==> config.mk <==
export PLATFORM = sky130hd
export DESIGN_NAME = convex_hull_gift_wrap
export DESIGN_NICKNAME = d
export VERILOG_FILES = /design/src/rtl/chgw_pkg.sv /design/src/rtl/convex_hull_gift_wrap.sv
export SDC_FILE = /design/constraint.sdc
export NUM_CORES = 2
export LEC_CHECK = 0
export ABC_AREA = 0
export BUFFER_PORTS_ARGS = -buffer_cell sky130_fd_sc_hd__buf_2
export CORE_MARGIN = 10
export CORE_UTILIZATION = 64
export DETAILED_ROUTE_END_ITERATION = 7
export PLACE_DENSITY_LB_ADDON = 0.2
export SKIP_LAST_GASP = 1
export SYNTH_ARGS = -nofsm -noshare
export SYNTH_HDL_FRONTEND = slang
export SYNTH_SLANG_ARGS = --single-unit
export TNS_END_PERCENT = 100
==> constraint.sdc <==
create_clock -name i_clk -period 10.3 [get_ports i_clk]
set_input_delay 1.03 -clock i_clk [delete_from_list [all_inputs] [get_ports i_clk]]
set_output_delay 1.03 -clock i_clk [all_outputs]
set_load 0.02 [all_outputs]
==> src/rtl/chgw_pkg.sv <==
// Package for the gift-wrap convex hull block.
// Holds coordinate width, default capacity and the transaction payload types.
// No dependencies.
package chgw_pkg;

    localparam int COORD_BITS     = 10;
    localparam int MAX_POINTS_DEF = 64;

    typedef struct packed {
        logic [COORD_BITS-1:0] point_x;
        logic [COORD_BITS-1:0] point_y;
        logic                  last_point;
    } t_in_item;

    typedef struct packed {
        logic [COORD_BITS-1:0] hull_x;
        logic [COORD_BITS-1:0] hull_y;
        logic                  last_vertex;
        logic                  overflow;
    } t_out_item;

endpackage

==> src/rtl/convex_hull_gift_wrap.sv <==
// Convex hull by gift wrapping over a loaded point set, top level.
// Point store, scan sequencer and one shared multiply-accumulate unit.
// Depends on chgw_pkg.
//
//  channel | direction | handshake                 | payload
//  --------+-----------+---------------------------+------------------------
//  in      | sink      | i_in_valid / o_in_ready   | i_in_item  (t_in_item)
//  out     | source    | o_out_valid / i_out_ready | o_out_item (t_out_item)
//
// Points load one per cycle. After the point marked last, the start search visits
// each stored point through a fetch state and a test state. Each hull vertex then
// takes one scan of the store, with up to six products per point on the single
// multiplier, plus a state that starts the scan, a state that builds the vertex
// and its output transaction. Input is not ready from the last point until the
// final vertex is taken. Reset is synchronous, active low, and needs no clearing
// pass. A stalled output holds the sequencer.
module convex_hull_gift_wrap #(
    parameter int MAX_POINTS = chgw_pkg::MAX_POINTS_DEF
) (
    input  logic                i_clk,
    input  logic                i_rst_n,
    input  logic                i_in_valid,
    output logic                o_in_ready,
    input  chgw_pkg::t_in_item  i_in_item,
    output logic                o_out_valid,
    input  logic                i_out_ready,
    output chgw_pkg::t_out_item o_out_item
);

    localparam int CB = chgw_pkg::COORD_BITS;
    localparam int IW = $clog2(MAX_POINTS);
    localparam int CW = $clog2(MAX_POINTS + 1);
    localparam int DW = CB + 1;
    localparam int PW = 2 * CB + 3;

    typedef enum logic [13:0] {
        S_LOAD   = 14'b00000000000001,
        S_SFETCH = 14'b00000000000010,
        S_STEST  = 14'b00000000000100,
        S_VERT   = 14'b00000000001000,
        S_WFETCH = 14'b00000000010000,
        S_WTEST  = 14'b00000000100000,
        S_WC1    = 14'b00000001000000,
        S_WC2    = 14'b00000010000000,
        S_WD1    = 14'b00000100000000,
        S_WD2    = 14'b00001000000000,
        S_WD3    = 14'b00010000000000,
        S_WD4    = 14'b00100000000000,
        S_WEND   = 14'b01000000000000,
        S_EMIT   = 14'b10000000000000
    } t_state;

    function automatic logic signed [DW-1:0] f_diff(input logic [CB-1:0] a,
                                                    input logic [CB-1:0] b);
        return $signed({1'b0, a}) - $signed({1'b0, b});
    endfunction

    t_state                 r_state, n_state;
    logic [CW-1:0]          r_count, n_count;
    logic                   r_dropped, n_dropped;
    logic [CW-1:0]          r_idx, n_idx;
    logic [CW-1:0]          r_nout, n_nout;
    logic                   r_have, n_have;
    logic [2*CB-1:0]        r_start, n_start;
    logic [2*CB-1:0]        r_cur, n_cur;
    logic [2*CB-1:0]        r_cand, n_cand;
    logic signed [PW-1:0]   r_acc, n_acc;
    logic signed [PW-1:0]   r_dp, n_dp;
    chgw_pkg::t_out_item    r_out, n_out;
    logic                   r_ovalid, n_ovalid;

    logic [2*CB-1:0]        r_mem [MAX_POINTS];
    logic [2*CB-1:0]        r_pt;

    logic                   w_we;
    logic                   w_adv;
    logic [CW-1:0]          w_idx_inc;
    logic signed [DW-1:0]   w_ma, w_mb;
    logic signed [2*DW-1:0] w_prod;
    logic signed [PW-1:0]   w_prod_ext;
    logic signed [PW-1:0]   w_sum, w_dif;
    logic [CB-1:0]          w_px, w_py, w_cx, w_cy, w_kx, w_ky, w_sx, w_sy;
    logic                   w_better;

    assign w_px = r_pt[2*CB-1:CB];
    assign w_py = r_pt[CB-1:0];
    assign w_cx = r_cur[2*CB-1:CB];
    assign w_cy = r_cur[CB-1:0];
    assign w_kx = r_cand[2*CB-1:CB];
    assign w_ky = r_cand[CB-1:0];
    assign w_sx = r_start[2*CB-1:CB];
    assign w_sy = r_start[CB-1:0];

    assign w_better   = (w_px < w_sx) || ((w_px == w_sx) && (w_py < w_sy));
    assign w_idx_inc  = r_idx + 1'b1;

    // shared multiply-accumulate unit
    assign w_prod     = w_ma * w_mb;
    assign w_prod_ext = PW'(w_prod);
    assign w_sum      = r_acc + w_prod_ext;
    assign w_dif      = r_acc - w_prod_ext;

    assign o_in_ready  = (r_state == S_LOAD);
    assign o_out_valid = r_ovalid;
    assign o_out_item  = r_out;

    always_comb begin
        n_state   = r_state;
        n_count   = r_count;
        n_dropped = r_dropped;
        n_idx     = r_idx;
        n_nout    = r_nout;
        n_have    = r_have;
        n_start   = r_start;
        n_cur     = r_cur;
        n_cand    = r_cand;
        n_acc     = r_acc;
        n_dp      = r_dp;
        n_out     = r_out;
        n_ovalid  = r_ovalid;
        w_we      = 1'b0;
        w_adv     = 1'b0;
        w_ma      = '0;
        w_mb      = '0;

        case (r_state)
            S_LOAD: begin
                if (i_in_valid) begin
                    if (r_count < CW'(MAX_POINTS)) begin
                        w_we    = 1'b1;
                        n_count = r_count + 1'b1;
                    end else begin
                        n_dropped = 1'b1;
                    end
                    if (i_in_item.last_point) begin
                        n_idx   = '0;
                        n_state = S_SFETCH;
                    end
                end
            end
            S_SFETCH: begin
                n_state = S_STEST;
            end
            S_STEST: begin
                if ((r_idx == '0) || w_better) begin
                    n_start = r_pt;
                end
                n_cur = n_start;
                w_adv = 1'b1;
            end
            S_VERT: begin
                // capacity of the output run reached: close without a scan
                if (r_nout == CW'(MAX_POINTS - 1)) begin
                    n_out    = '{hull_x: w_cx, hull_y: w_cy, last_vertex: 1'b1,
                                 overflow: r_dropped};
                    n_ovalid = 1'b1;
                    n_state  = S_EMIT;
                end else begin
                    n_idx   = '0;
                    n_have  = 1'b0;
                    n_state = S_WFETCH;
                end
            end
            S_WFETCH: begin
                n_state = S_WTEST;
            end
            S_WTEST: begin
                w_ma = f_diff(w_kx, w_cx);
                w_mb = f_diff(w_py, w_cy);
                if (r_pt == r_cur) begin
                    w_adv = 1'b1;
                end else if (!r_have) begin
                    n_cand = r_pt;
                    n_have = 1'b1;
                    w_adv  = 1'b1;
                end else begin
                    n_acc   = w_prod_ext;
                    n_state = S_WC1;
                end
            end
            S_WC1: begin
                w_ma    = f_diff(w_ky, w_cy);
                w_mb    = f_diff(w_px, w_cx);
                n_acc   = w_dif;
                n_state = S_WC2;
            end
            S_WC2: begin
                w_ma = f_diff(w_px, w_cx);
                w_mb = f_diff(w_px, w_cx);
                if (r_acc[PW-1]) begin
                    n_cand = r_pt;
                    w_adv  = 1'b1;
                end else if (r_acc == '0) begin
                    // collinear: compare squared distances
                    n_acc   = w_prod_ext;
                    n_state = S_WD1;
                end else begin
                    w_adv = 1'b1;
                end
            end
            S_WD1: begin
                w_ma    = f_diff(w_py, w_cy);
                w_mb    = f_diff(w_py, w_cy);
                n_acc   = w_sum;
                n_state = S_WD2;
            end
            S_WD2: begin
                w_ma    = f_diff(w_kx, w_cx);
                w_mb    = f_diff(w_kx, w_cx);
                n_dp    = r_acc;
                n_acc   = w_prod_ext;
                n_state = S_WD3;
            end
            S_WD3: begin
                w_ma    = f_diff(w_ky, w_cy);
                w_mb    = f_diff(w_ky, w_cy);
                n_acc   = w_sum;
                n_state = S_WD4;
            end
            S_WD4: begin
                if (r_dp > r_acc) begin
                    n_cand = r_pt;
                end
                w_adv = 1'b1;
            end
            S_WEND: begin
                n_out    = '{hull_x: w_cx, hull_y: w_cy,
                             last_vertex: (!r_have || (r_cand == r_start)),
                             overflow: r_dropped};
                n_ovalid = 1'b1;
                n_state  = S_EMIT;
            end
            S_EMIT: begin
                if (i_out_ready) begin
                    n_ovalid = 1'b0;
                    n_nout   = r_nout + 1'b1;
                    if (r_out.last_vertex) begin
                        n_count   = '0;
                        n_dropped = 1'b0;
                        n_nout    = '0;
                        n_state   = S_LOAD;
                    end else begin
                        n_cur   = r_cand;
                        n_state = S_VERT;
                    end
                end
            end
            default: begin
                n_state = S_LOAD;
            end
        endcase

        // advance the scan to the next stored point
        if (w_adv) begin
            n_idx = w_idx_inc;
            if (w_idx_inc == r_count) begin
                n_state = (r_state == S_STEST) ? S_VERT : S_WEND;
            end else begin
                n_state = (r_state == S_STEST) ? S_SFETCH : S_WFETCH;
            end
        end
    end

    always_ff @(posedge i_clk) begin
        if (!i_rst_n) begin
            r_state   <= S_LOAD;
            r_count   <= '0;
            r_dropped <= 1'b0;
            r_idx     <= '0;
            r_nout    <= '0;
            r_have    <= 1'b0;
            r_ovalid  <= 1'b0;
        end else begin
            r_state   <= n_state;
            r_count   <= n_count;
            r_dropped <= n_dropped;
            r_idx     <= n_idx;
            r_nout    <= n_nout;
            r_have    <= n_have;
            r_ovalid  <= n_ovalid;
        end
    end

    always_ff @(posedge i_clk) begin
        r_start <= n_start;
        r_cur   <= n_cur;
        r_cand  <= n_cand;
        r_acc   <= n_acc;
        r_dp    <= n_dp;
        r_out   <= n_out;
    end

    always_ff @(posedge i_clk) begin
        if (w_we) begin
            r_mem[r_count[IW-1:0]] <= {i_in_item.point_x, i_in_item.point_y};
        end
        r_pt <= r_mem[r_idx[IW-1:0]];
    end

endmodule

### Yosys cells after proc, flatten, opt, wreduce, memory -nomap -nowiden

Memories as Yosys holds them, arrays and structs flattened. A register that Yosys moved wholly into a read port is not among the register bits.
Cells that the tools add are included.
Widths: inputs -> output; s select.

* register bits after elaboration: 166
* bits in writable memories: 1280
* logic and storage cells: 172
* memories kept: 1

Memories
* r_mem: depth 64, bits a word 20, rd ports 1, clocked after Yosys merged registers in 1, write ports 1, line convex_hull_gift_wrap.sv:72 `logic [2*CB-1:0] r_mem [MAX_POINTS];`

* add/sub/neg operators: 9
* multipliers: 1
* order comparisons: 4
* eq/ne operators: 43
* mux-type cells: 64
* reductions and logical operators: 33

Operator list (count)
* $pmux 14 s13: 1
* $mux 20: 7
* $mux 14: 9
* $pmux 23 s5: 1
* $mux 23: 4
* $pmux 11 s4: 2
* $mux 7: 9
* $pmux 20 s3: 1
* $pmux 22 s2: 1
* $sub 10x10->11: 4
* $eq 20x20->1: 2
* $pmux 20 s2: 1
* $ne 2x2->1 const B: 14
* $pmux 7 s2: 2
* $mux 13: 2
* $add 23x22->23: 1
* $gt 23x23->1: 1
* $logic_not 23->1: 1
* $sub 23x22->23: 1
* $mul 11x11->22: 1
* $mux 22: 1
* $add 7x1->7 const B: 3
* $lt 10x10->1: 2
* $reduce_and 5->1: 4
* other kinds (39): 79

### Longest topological paths before layout

* depth in word-level cells: 7
* mapped depth: 46
* depth with buffers taken out: 44

### Least setup slack after synthesis

No wires, ideal clock.

* kind: flip-flop to flip-flop
* from: register r_cand[0]
* to: register r_acc[22] (data pin)
* setup time: 0.267 ns
* arrival: 8.681 ns
* required time: 10.033 ns
* setup slack: 1.353 ns
* stages on the path, launching flop included: 44
* buffers on the path: 2
* clock period less this slack: 8.947 ns
* path through: edfxtp_1 -> inv_1 -> ha_1 -> inv_1 -> fa_1 -> a21o_1 -> a21oi_1 -> o21ai_0 -> a21oi_1 -> o21bai_1 -> a21oi_1 -> nor2_1 -> a211oi_1 -> a221o_1 -> clkbuf_1 -> nand2_1 -> fa_1 -> inv_1 -> [... 8 more ...] -> a21oi_1 -> o21a_1 -> nand2_1 -> nor2_1 -> xor2_2 -> nand2_1 -> o21ai_0 -> xor2_1 -> ha_1 -> nand4_1 -> inv_1 -> and2_1 -> a41o_1 -> o221ai_1 -> o21ai_0 -> xor2_1 -> mux2i_1 -> o211ai_1

* cells in the longest elaborated chain, start to end: 6
* elaborated cells between the ends (all ways): 11
* those cells by class: add/sub: 3; mul: 1; mux: 7

Ends and longest elaborated chain
* start, declared: line convex_hull_gift_wrap.sv:66 `logic [2*CB-1:0] r_cand, n_cand;`
* start signal, assigned: line convex_hull_gift_wrap.sv:287 `r_cand <= n_cand;`
* $sub 10x10->11 (*): line convex_hull_gift_wrap.sv:55 `return $signed({1'b0, a}) - $signed({1'b0, b});`
* $pmux 11 s4: line convex_hull_gift_wrap.sv:126 `case (r_state)`
* $mul 11x11->22 (*): line convex_hull_gift_wrap.sv:98 `assign w_prod = w_ma * w_mb;`
* branches (longest 2 deep; another with $add 23x22->23)
* $pmux 23 s5 (*): line convex_hull_gift_wrap.sv:126
* via n_acc[22]: line convex_hull_gift_wrap.sv:67 `logic signed [PW-1:0] r_acc, n_acc;`
* end signal, assigned: line convex_hull_gift_wrap.sv:288 `r_acc <= n_acc;`
* end, declared: line convex_hull_gift_wrap.sv:67

Mark *: on every way through the listed nets, which the timed path passes. The select of a mux whose other input is x is not followed.
A chain may end at the register's enable or synchronous reset.

### Worst setup path in the final report

* from: register r_pt[10] (read register of r_mem)
* to: register r_acc[22] (data pin)

* cells in the longest elaborated chain, start to end: 6
* elaborated cells between the ends (all ways): 11
* those cells by class: add/sub: 3; mul: 1; mux: 7

Ends and longest elaborated chain
* start, declared: line convex_hull_gift_wrap.sv:73 `logic [2*CB-1:0] r_pt;`
* $sub 10x10->11 (*): line convex_hull_gift_wrap.sv:55
* $pmux 11 s4: line convex_hull_gift_wrap.sv:126
* $mul 11x11->22 (*): line convex_hull_gift_wrap.sv:98
* branches (longest 2 deep; another with $add 23x22->23)
* $pmux 23 s5 (*): line convex_hull_gift_wrap.sv:126
* via n_acc[22]: line convex_hull_gift_wrap.sv:67

Marked as above.

==> results.md <==
Detailed routing:
- The number of remaining DRC errors is 0.
- The average wire per cell in the routed design is roughly 33 µm.
- The pre-antenna-repair detailed-routing pass consisted of 6 iterations.
- The count of nets left with antenna violations after detail routing is 0.
- Dividing the detail-routed via count by the number of cells gives 6.90.
- The routed layout has between 30,000 and 40,000 vias.
- The final wirelength is 174 mm.
- In this run, the number of DRC markers left after iteration 0 of detailed routing was roughly 4,800.

Logic synthesis:
- In the post-synthesis netlist, the biggest area contributors are edfxtp_1 64%, mux4_2 14%, fa_1 3.7%.
- The net count after synthesis is roughly 4,000.
- The proportion of netlist area held by the largest area contributor is 0.642.
- The cell area that synthesis handed to floorplanning was about 66,000 µm².
- After synthesis, the most frequently instantiated cells are 1,408 x edfxtp_1, 420 x mux4_2, 254 x inv_1.
- The share of the yosys chip area belonging to registers is 0.659.
- The count of flip-flops with a built-in enable after synthesis is ~1,400.
- Dividing the synthesized area by the synthesized cell count gives ~18 µm².
- In the synthesized netlist the dominant register cell turns out to be edfxtp_1.
- The synthesis-stage register bit count is between 1,000 and 1,500.
- After synthesis, the share of flip-flops with an asynchronous set or reset is 0.
- The cell type with the highest aggregate area in the netlist is edfxtp_1.
- The unique cell type count in the Yosys netlist is 92.
- The warning count from the yosys run is 0.
- Among all cell types in the netlist, the one instantiated most often is edfxtp_1.
- The cell count after synthesis came out at around 3,700.

Layout:
- The multi-input combinational cells in the finished layout cover a total of 21,400 µm².
- The area used by sequential logic in the layout is around 43,000 µm².
- The share of cells above drive strength 1 is 0.222.
- The final layout contains about 4,100 nets.
- The layout has roughly 6,000 filler cells.
- Relative to the synthesized area, the layout overhead comes to 10.3%.

Worst setup path:
- The critical path class is reg -> reg.
- The kind of capture point of the worst setup path is a flip-flop.
- The maximum fanout along the worst path is 9.
- The worst setup path is launched from a flip-flop.
- The largest stage delay on the critical path is 0.55 ns.
- For the worst setup path, the data arrival time is ~10 ns.
- For this design, the slowest cell found on the critical path is fa_1.
- STA puts the critical path data required time at about 11 ns.
- The cell repeated most along the worst path is inv_1.

Power:
- The share of total power dissipated in combinational logic is 0.050.
- Summed over all cells, the static leakage comes to between 20 and 25 nW.
- The cell-internal power is a little under 0.01 W.
- The cell area power density is ~170 nW/µm².
- The switching share of power is 0.217.
- The total power is between 0.01 and 0.015 W.
- The switching power is approximately 0.0027 W.
- Of the total power, the clock network draws 0.409.
- The worst-case IR drop observed on VDD is 207 µV.
- The sequential cell fraction of total power is 0.541.

Timing:
- The final number of max-transition violations is 0.
- The routed design could run at a clock period as short as 9.89 ns.
- At the pin with the least slew margin, the transition time is 1.40 ns.
- The share of the cycle needed by the critical path after routing is 0.960.
- The setup TNS after final layout is 0 ns.
- For this run, the top clock speed supported by timing is 0.101 GHz.
- The total of endpoints with negative setup slack in the final report is 0.
- Headroom to the max-slew limit came out at 0.0645.
- The final-report hold violation count was 0.
- The worst setup skew after layout is 0.0318 ns.

Flow run:
- Across the run, the number of max-cap violations was 0.

CTS:
- In this run the clock root is driven by a clkbuf_16.
- The number of buffers inserted for hold repair after clock tree synthesis is 0.
- The clock latency reported for the late side of the worst-skew pair is about 0.76 ns.
- The total CTS buffers is around 140.
- The number of sinks handled by clock tree synthesis is between 1,000 and 1,500.
- The clock tree synthesis step divided the H-tree into 4 levels.
- The maximum buffer depth of the clock tree is 3.
- The clock slew at the register clock pins of the worst setup and hold paths is approximately 0.060 ns.
- The clock tree from TritonCTS is built.

Outcome:
- The run finished with clean final reports.

Global route:
- The initial antenna violation count was 6.
- For this run, the total global-route usage over all layers was measured as 0.303.
- The most congested layer reported by global routing is met2.
- For this run, global-route usage on met3 was measured as 0.0583.
- The total congestion overflow after global routing is 0.
- The fraction of met1 tracks used by global routing is 0.393.
- The number of global-route vias before repair is 37,300.
- The global-route wire length before repair is 257 mm.
- The largest net degree at the start of global routing is 101.
- In the global route stage, met2 resource usage came out at 0.505.

Die:
- The die covers roughly 120,000 µm².
- The floorplan die height is 341 µm.
- The die width is between 300 and 400 µm.
- The core region is 102,000 µm².
- The initial cell density of the core is 0.646.
- The top-level I/O count is 49.
- Row generation in the floorplan step produced around 120 rows.

Placement:
- Summed over all nets, the half-perimeter wirelength after detailed placement is just over 100 mm.
- Buffers placed on the I/O ports in this run total 48.
- At the end of routability-driven placement, the weighted congestion stood at about 0.94.

Worst hold path:
- The path category of the worst min-delay check is reg -> reg.
==> registers in the layout, indices dropped and copies added, names as in the netlist, 7 cells and up <==
| name | flops |
|---|---|
| r_mem | 1280 |
| r_cur | 20 |
| r_acc | 23 |
| r_count | 7 |
| o_out_item | 22 |
| r_cand | 20 |
| r_start | 20 |
| r_idx | 7 |
| r_nout | 7 |
| r_pt | 20 |
| r_state | 14 |
| r_dp | 23 |
==> cells by family (layout without fill, tap and decap cells) <==
kind of cell,count (synthesis),count (layout),share of synthesized area
mux,440,440,0.147
buf+inv,412,628,0.0239
xor+xnor,132,132,0.0179
compound gates,374,374,0.0385
other cells,0,4,0
simple gates,621,621,0.0467
fa+ha+maj,278,278,0.0668
flops,1466,1466,0.659
==> critical path: cells and delay by family (launching register included) <==
kind            cells  cell delay [ns]
compound gates     15             3.08
xor+xnor            4             0.70
fa+ha+maj           9             3.90
buf+inv             8             0.64
flops               1             0.34
mux                 1             0.22
simple gates        6             0.73
==> cells in the final DEF, fill, tap and decap left out, types with 21 or more instances in the layout <==
| master | synthesis | final |
|---|---|---|
| a21o_1 | 36 | 36 |
| a21oi_1 | 82 | 77 |
| buf_2 | 12 | 48 |
| buf_4 | 0 | 69 |
| clkbuf_1 | 114 | 37 |
| clkbuf_16 | 0 | 151 |
| clkinv_1 | 1 | 31 |
| clkinv_2 | 0 | 22 |
| dfxtp_1 | 58 | 53 |
| edfxtp_1 | 1408 | 1408 |
| fa_1 | 123 | 123 |
| ha_1 | 155 | 154 |
| inv_1 | 254 | 253 |
| mux4_2 | 420 | 420 |
| nand2_1 | 150 | 149 |
| nand3_1 | 49 | 49 |
| nand4_1 | 40 | 40 |
| nor2_1 | 211 | 145 |
| nor2_2 | 1 | 29 |
| nor2_4 | 0 | 38 |
| nor2b_1 | 36 | 36 |
| nor3_1 | 21 | 21 |
| o211ai_1 | 32 | 32 |
| o21ai_0 | 67 | 64 |
| xnor2_1 | 70 | 69 |
| xor2_1 | 60 | 58 |
==> final timing paths <==
check	to	slack [ns]	from	depth (start not counted)
worst max-delay path	r_acc[22]	0.41	r_pt[10]	43
worst min-delay path	o_out_item[0]	0.45	r_dropped	0
worst min register to register	o_out_item[0]	0.45	r_dropped	0
worst max register to register	r_acc[22]	0.41	r_pt[10]	43
==> power by group through the flow <==
stage                     clock network (W)  registers, W  logic [W]
after floorplan                           0       0.00675   0.000327
after global placement                    0       0.00678   0.000570
after detailed placement                  0       0.00678   0.000588
after CTS                           0.00507       0.00666   0.000597
after global routing                0.00528       0.00666   0.000648
final                               0.00504       0.00666   0.000611
==> final cells by class <==
type	count	share of cell area
sequential	1466	0.598
multi-input combinational	1845	0.294
clock buffer	190	0.0543
tap	1368	0.0235
inverter	255	0.0132
timing repair buffer	119	0.0110
clock inverter	64	0.00656
antenna	4	0.000138
==> layer usage <==
metal / vias up / part of all wire
met5: - / 0.00015
met4: 4 / 0.045
met3: 432 / 0.093
met2: 2345 / 0.51
met1: 19000 / 0.36
li1: 14900 / -
==> through the flow <==
| stage | instance area [µm²] | hold slack, ns | util | instances | worst slack [ns] |
|---|---|---|---|---|---|
| 2_1_floorplan | 65900 | 0.409 | - | 3723 | 1.35 |
| 3_5_place_dp | 68200 | 0.437 | 0.668 | 5051 | 0.337 |
| 4_1_cts | 72600 | 0.451 | 0.711 | 5305 | 0.278 |
| 6_report | 72700 | 0.450 | 0.713 | 5311 | 0.413 |
| 3_3_place_gp | 68200 | 0.415 | 0.668 | 5051 | 0.480 |
| 5_1_grt | 72700 | 0.474 | 0.713 | 5309 | -0.0198 |
==> timing repair <==
action / in CTS / in global routing
endpoints found under the setup margin: 0 / 4
gates resized for setup: 0 / 23
setup buffers: 0 / 2
Note: power is estimated with default switching activity, not from simulation.
